===== src/sv/nrmc_pkg.sv =====
`timescale 1ns / 1ps
package nrmc_pkg;

  localparam int MAX_NEIGHBOURS     = 4;
  localparam int REPORT_MIN_MATCHES = 2;
  localparam int CORDIC_STEPS       = 16;

  localparam int COUNT_CAP = (MAX_NEIGHBOURS > 7) ? 7 : MAX_NEIGHBOURS;

  localparam int LAT_W  = 18;
  localparam int LON_W  = 19;
  localparam int MAG_W  = 12;
  localparam int DIST_W = 19;
  localparam int CNT_W  = 3;

  // CORDIC datapath widths
  localparam int XY_W  = 34;
  localparam int Z_W   = 26;
  localparam int IDX_W = 5;

  localparam int unsigned CORDIC_GAIN  = 652032874;
  localparam int unsigned KM16_PER_DEG = 7286920;

  // angle reduction, units 1/1024 degree
  localparam int FULL_TURN    = 368640;
  localparam int HALF_TURN    = 184320;
  localparam int QUARTER_TURN = 92160;

  localparam logic [1:0] REG_TRIGGER   = 2'd0;
  localparam logic [1:0] REG_DISTANCE  = 2'd1;
  localparam logic [1:0] REG_TOLERANCE = 2'd2;

  typedef struct packed {
    logic signed [XY_W-1:0] x;
    logic signed [XY_W-1:0] y;
    logic signed [Z_W-1:0]  z;
  } cordic_t;

  typedef logic signed [Z_W-1:0] atan_arr_t [32];

  localparam atan_arr_t ATAN_TAB = '{
    26'sd2949120, 26'sd1740967, 26'sd919879, 26'sd466945,
    26'sd234379,  26'sd117304,  26'sd58666,  26'sd29335,
    26'sd14668,   26'sd7334,    26'sd3667,   26'sd1833,
    26'sd917,     26'sd458,     26'sd229,    26'sd115,
    26'sd57,      26'sd29,      26'sd14,     26'sd7,
    26'sd4,       26'sd2,       26'sd1,      26'sd0,
    26'sd0, 26'sd0, 26'sd0, 26'sd0, 26'sd0, 26'sd0, 26'sd0, 26'sd0
  };

endpackage


===== src/sv/nrmc_cordic.sv =====
`timescale 1ns / 1ps
module nrmc_cordic import nrmc_pkg::*; (
  input  cordic_t          cur,
  input  logic [IDX_W-1:0] idx,
  input  logic             vec_mode,
  output cordic_t          nxt
);
  logic signed [XY_W-1:0] dx, dy;
  logic signed [Z_W-1:0]  ang;
  logic                   pos;

  assign dx  = cur.y >>> idx;
  assign dy  = cur.x >>> idx;
  assign ang = ATAN_TAB[idx];
  // rotation steers by the residual angle, vectoring by the sign of y
  assign pos = vec_mode ? cur.y[XY_W-1] : !cur.z[Z_W-1];

  always_comb begin
    if (pos) begin
      nxt.x = cur.x - dx;
      nxt.y = cur.y + dy;
      nxt.z = cur.z - ang;
    end else begin
      nxt.x = cur.x + dx;
      nxt.y = cur.y - dy;
      nxt.z = cur.z + ang;
    end
  end
endmodule


===== config.mk =====
export PLATFORM = sky130hd
export DESIGN_NAME = nrmc_cordic
export DESIGN_NICKNAME = d
export VERILOG_FILES = /design/src/sv/nrmc_pkg.sv /design/src/sv/nrmc_cordic.sv
export SDC_FILE = /design/constraint.sdc
export NUM_CORES = 1
export LEC_CHECK = 0
export ABC_CLOCK_PERIOD_IN_PS = 14700
export BUFFER_PORTS_ARGS = -buffer_cell sky130_fd_sc_hd__buf_2
export CORE_MARGIN = 2
export CORE_UTILIZATION = 60
export DETAILED_ROUTE_END_ITERATION = 10
export PLACE_DENSITY = 0.87
export SLEW_MARGIN = 10
export SYNTH_ARGS = -nofsm -noshare
export SYNTH_HDL_FRONTEND = slang
export SYNTH_SLANG_ARGS = --single-unit

===== constraint.sdc =====
create_clock -name vclk -period 14.7
set_input_delay 0.735 -clock vclk [all_inputs]
set_output_delay 0.735 -clock vclk [all_outputs]
set_load 0.05 [all_outputs]

==> run_results.csv, run 1 <==
group,metric,value,unit
power,peakVddDrop,0.113,mV
placed_design,place.gp.congestion,1.08,
detailed_routing,via_per_inst,7.11,
sta,fmax,0.116,GHz
layout,stdcell_count,1931,
sta,setup_ws,6.06,ns
grt,grt_overflow,0,
synth,yosysUniqueCellTypes,96,
sta,worst_pin_slew,1.11,ns
placed_design,portBuffers,194,
synth,avgSynthCellArea,7.67,um2
sta,fin_tns_setup,0,ns
layout,synthToLayoutAreaGrowth,8.03,%
critical_path,path_max_fanout,59,
detailed_routing,dr.pass1.iters,8,
layout,clockBufferCount,0,
synth,synth_warnings,0,
sta,period_minus_slack,8.64,ns
layout,seq_cells,0,
sta,rsz0062_at_grt,"false",
critical_path,max_stage_delay,0.66,ns
detailed_routing,postRouteAntennaNets,0,
outcome,status,"finished, final reports clean",
sta,hold_violations,0,
die,die_area,21000,um2
synth,ys_seq_area_share,0,%
run,maxCapViolCount,0,
critical_path,critical_path.slowest_cell,"buf_4",
die,initial_core_util,61.1,%
synth,syn_inst,1550,
grt,antenna_found_initial,1,
detailed_routing,num_vias,13728,
synth,syn_nets,1752,
hold_path,min_path_type,"in2out",
clock_network,hold_buffers,0,
die,die_y,145,um
critical_path,critPathArrivalTime,7.90,ns
layout,fillers,1704,
critical_path,endpoint_kind,"output pin",
layout,drive_gt1_share,22.3,%
die,core,19500,um2
layout,layout.area.seq,0,um2
detailed_routing,drt_iter0_drc,1752,
placed_design,dp_hpwl,36700,um
synth,synth_area,11900,um2
synth,yosys-top-cells-area,"mux4_2 14%, ha_1 10%, xnor2_1 7.5%",
layout,fin_nets,1869,
die,core.rowCount,51,
synth,yosys.area.top_type_share,14.0,%
sta,setup_violations,0,
placed_design,dp.cells,1930,
sta,period_share,58.8,%
grt,grt.total_usage,42.9,%
critical_path,startpoint_type,"input pin",
placed_design,place_ws,6.25,ns
die,pin_count,194,
detailed_routing,drc,0,
synth,synth_top_area_cell,"mux4_2",
grt,grt_pass1_vias,12274,
die,die_w,145,um
critical_path,crit_type,"in2out",
grt,grt_max_degree,75,
detailed_routing,routed_wirelength,46700,um
clock_network,cts_setup_buffers,0,
critical_path,critPathRequiredTime,13.97,ns
power,p_leak,5.50,nW
layout,multi_input_area,11200,um2
sta,slew_headroom,25.5,%
detailed_routing,post_drt_wl_per_cell,24.2,um
power,power.density,112,nW/um2
grt,grt_pass1_wl,69800,um
clock_network,cts_resized,0,
sta,slew_viol_final,0,
==> layer usage <==
metal  wire length (um)  GRT usage [%]  vias up
li1                   -              -     6167
met1              18200           55.7     6465
met2              20900           68.9      922
met3               4820           6.88      172
met4               2790           21.5        2
met5                 11              0        -
==> power breakdown <==
group	switching (mW)	internal, mW	leakage [nW]
Combinational	0.999	0.435	5.50
Clock	0	0.00000000513	0.00000634
Sequential	0	0	0
Total	0.999	0.435	5.50
==> synth_stat cells, types with 9 or more instances <==
master and count:
a21oi_1 139, nor2_1 120, nand2_1 115, xnor2_1 102, ha_1 99, o21ai_0 95
mux4_2 74, mux2i_1 70, xor2_1 63, a21o_1 49, inv_1 43, mux2_2 39
clkbuf_1 35, buf_2 34, nand3_1 32, a31oi_1 25, o21a_1 25, nand2b_1 23
nor3_1 22, o22ai_1 21, a211oi_1 20, nor2b_1 20, and2_1 19, or2_2 16
and3_1 15, o211ai_1 15, a22oi_1 11, buf_1 10, buf_6 10, or3_1 9
==> final timing paths <==
| kind | start | endpoint | slack, ns | depth (start not counted) |
|---|---|---|---|---|
| hold / removal | cur[26] | nxt[26] | 1.97 | 3 |
| setup / recovery | idx[3] | nxt[92] | 6.06 | 25 |
==> cells in the final DEF (no fill, tap or decap), types with 5 or more instances in the layout <==
cell type	Yosys	layout
a211oi_1	20	20
a21boi_0	6	6
a21o_1	49	49
a21oi_1	139	139
a221oi_1	8	8
a22oi_1	11	11
a31oi_1	25	25
and2_1	19	19
and3_1	15	15
buf_2	34	192
buf_4	5	17
ha_1	99	99
inv_1	43	43
mux2_2	39	39
mux2i_1	70	68
mux4_2	74	74
nand2_1	115	115
nand2b_1	23	23
nand3_1	32	32
nand3b_1	7	7
nor2_1	120	120
nor2b_1	20	20
nor3_1	22	22
nor4_1	8	8
o211ai_1	15	15
o21a_1	25	25
o21ai_0	95	95
o21ai_1	5	5
o21bai_1	8	8
o221ai_1	7	7
o22ai_1	21	21
o31ai_1	8	8
o32ai_1	7	7
or2_2	16	16
or3_1	9	9
or3b_2	5	5
xnor2_1	102	102
xor2_1	63	63
==> final cells by class <==
| class | count | share of cell area [%] |
|---|---|---|
| multi-input cells | 1410 | 87.5 |
| diodes | 1 | 0.0195 |
| repair buffers | 210 | 8.56 |
| well taps | 265 | 2.58 |
| inverters | 45 | 1.31 |
==> metrics by stage <==
| step | power [mW] | hold WS [ns] | instance area (um2) | util, % |
|---|---|---|---|---|
| 2_1_floorplan | 1.11 | 1.81 | 11900 | - |
| 3_3_place_gp | 1.40 | 1.95 | 12800 | 66.0 |
| 3_5_place_dp | 1.41 | 1.96 | 12800 | 66.0 |
| 4_1_cts | 1.42 | 1.96 | 12800 | 66.0 |
| 5_1_grt | 1.53 | 1.98 | 12800 | 66.0 |
| 6_report | 1.43 | 1.97 | 12800 | 66.0 |
==> critical path: cells and delay by family <==
kind,cells,cell delay [ns]
adders and majority gates,2,0.64
muxes,3,1.30
AOI/OAI and AO/OA,7,1.58
and+or+nand+nor,7,1.84
buffers and inverters,4,1.43
xor gates and xnor gates,2,0.34
==> cell families after synthesis <==
family | after synthesis | synth area share, %
AND/OR/NAND/NOR | 444 | 19.0
buffers and inverters | 140 | 5.66
XOR/XNOR | 165 | 12.2
multiplexers | 187 | 24.1
adder cells (fa/ha/maj) | 102 | 10.9
AO/OA/AOI/OAI | 512 | 28.2
Note: power is estimated with default switching activity, not from simulation.
==> inputs of run 2 (changes only) <==
--- a/config.mk
+++ b/config.mk
@@ -5,12 +5,12 @@
 export SDC_FILE = /design/constraint.sdc
 export NUM_CORES = 1
 export LEC_CHECK = 0
-export ABC_CLOCK_PERIOD_IN_PS = 14700
+export ABC_CLOCK_PERIOD_IN_PS = 7200
 export BUFFER_PORTS_ARGS = -buffer_cell sky130_fd_sc_hd__buf_2
 export CORE_MARGIN = 2
-export CORE_UTILIZATION = 60
+export CORE_UTILIZATION = 55
 export DETAILED_ROUTE_END_ITERATION = 10
-export PLACE_DENSITY = 0.87
+export PLACE_DENSITY = 0.84
 export SLEW_MARGIN = 10
 export SYNTH_ARGS = -nofsm -noshare
 export SYNTH_HDL_FRONTEND = slang
==> constraint.sdc (replaced) <==
create_clock -name vclk -period 7.2
set_input_delay 0.36 -clock vclk [all_inputs]
set_output_delay 0.36 -clock vclk [all_outputs]
set_load 0.05 [all_outputs]
==> run 2 against run 1 <==
Against the previous run:
- worst hold slack got worse by 0.76 ns
- flip-flop and latch count did not move
- global-route usage rose by 0.45 points
- highest routed layer is now met4
- non-clock buffer count rose by 48
- power rose by 110%
- wire length rose by 8.7%
==> run_results.csv, run 2 (synthesis gave the netlist of run 1 again) <==
group,metric,value,unit
sta,slew_headroom,38.6,%
hold_path,min_to,"nxt[26]",
critical_path,critPathTopFamily,"simple AND/OR/NAND/NOR gates",
die,pin_count,194,
detailed_routing,dr_wl_met3,5470,um
layout,synthToLayoutAreaGrowth,11.8,%
power,power.density,225,nW/um2
grt,grt_pass1_vias,12982,
die,initial_core_util,56.2,%
sta,hold_violations,0,
layout,drive_gt1_share,24.6,%
detailed_routing,drc,0,
clock_network,cts_setup_buffers,0,
critical_path,critPathRequiredTime,6.84,ns
run,maxCapViolCount,0,
sta,fmax,0.145,GHz
hold_path,min_path_type,"in2out",
detailed_routing,via_per_inst,7.00,
grt,grt_overflow,0,
placed_design,portBuffers,194,
detailed_routing,top_layer,"met4",
die,die_area,22800,um2
placed_design,place.gp.congestion,1.05,
layout,layout.area.seq,0,um2
critical_path,endpoint_kind,"output pin",
die,die_y,151,um
sta,rsz0062_at_grt,"false",
sta,setup_ws,0.312,ns
sta,setup_violations,0,
grt,antenna_found_initial,0,
critical_path,critPathArrivalTime,6.53,ns
outcome,status,"finished, final reports clean",
layout,layout_common_cells,"191 x buf_2, 139 x a21oi_1, 119 x nor2_1",
layout,mostFrequentLayoutCell,"buf_2",
detailed_routing,post_drt_wl_per_cell,25.5,um
sta,period_share,95.7,%
power,peakVddDrop,0.242,mV
grt,grt_max_degree,50,
critical_path,path_max_fanout,48,
critical_path,path_cells,"buf_12, mux4_2, mux2_2, mux2_2, a21oi_1, ha_1, inv_1, nand4bb_1, nor4_1, buf_4, a21oi_1, xnor2_1, ha_1, nand4_1, or2_2, nor3_1, o211ai_1, o211ai_1, a31oi_1, o21bai_1, nand2_1, a31oi_1, xor2_1, buf_2",
detailed_routing,drt_iter0_drc,1483,
detailed_routing,postRouteAntennaNets,0,
detailed_routing,wl_met1,19700,um
power,p_leak,5.76,nW
placed_design,dp_hpwl,41100,um
critical_path,critical_path.slowest_cell,"mux4_2",
grt,grt.total_usage,43.3,%
layout,fin_nets,1917,
layout,num_antenna_cells,0,
sta,worst_pin_slew,0.921,ns
die,die_w,151,um
layout,clockBufferCount,0,
detailed_routing,dr.pass1.iters,5,
grt,grt_pass1_wl,75900,um
detailed_routing,routed_wirelength,50800,um
detailed_routing,met2RoutedLength,22500,um
hold_path,hold_start,"cur[26]",
layout,final_core_util,62.9,%
die,core.rowCount,53,
detailed_routing,num_vias,13922,
critical_path,startpoint_type,"input pin",
sta,fin_tns_setup,0,ns
critical_path,crit_type,"in2out",
layout,seq_cells,0,
die,core,21200,um2
critical_path,max_stage_delay,0.71,ns
sta,slew_viol_final,0,
sta,period_minus_slack,6.89,ns
placed_design,place_ws,0.355,ns
critical_path,path_buf_inv,4,
hold_path,min_path_cells,3,
[run 2: stage by stage]
stage	instance area (um2)	total power [mW]	std cells	hold WS [ns]
6_report	13300	3.00	1988	1.20
5_1_grt	13300	3.18	1988	1.22
4_1_cts	13300	2.96	1988	1.20
3_5_place_dp	13300	2.95	1988	1.19
3_3_place_gp	13300	2.92	1988	1.19
2_1_floorplan	11900	2.27	1550	1.06
[run 2: where the power goes]
part / internal, mW / switching (mW) / leakage [nW]
clock: 0 / 0 / 0
sequential: 0 / 0 / 0
combinational: 0.918 / 2.08 / 5.76
[run 2: cell type report]
type               instances  area, um2
fillers                 1971       7850
multi-input cells       1410      11300
repair buffers           258       1530
well taps                275        344
inverters                 45        169
[run 2: worst max-delay path by stage]
stage,startpoint,endpoint,slack (ns),depth (start not counted)
after detailed placement,idx[0],nxt[92],0.35,25
after CTS,idx[0],nxt[92],0.31,25
after global routing,idx[0],nxt[92],0.02,25
after global placement,idx[0],nxt[92],0.39,25
final,idx[0],nxt[92],0.31,24
after floorplan,idx[4],nxt[92],1.01,25
[run 2: layer usage]
| metal | global-route usage (%) | up-vias |
|---|---|---|
| met5 | 0 | - |
| met4 | 21.5 | 0 |
| met3 | 8.31 | 159 |
| met2 | 69.1 | 927 |
| met1 | 56.0 | 6605 |
| li1 | - | 6231 |
[run 2: tightest hold or removal path, cell delays in order]
cell and delay (ns):
buf_2 0.09, ha_1 0.13, buf_2 0.26
[run 2: what timing repair did]
item	CTS	global route
hold buffers	0	0
endpoints found under the setup margin	0	9
resized for setup	0	4
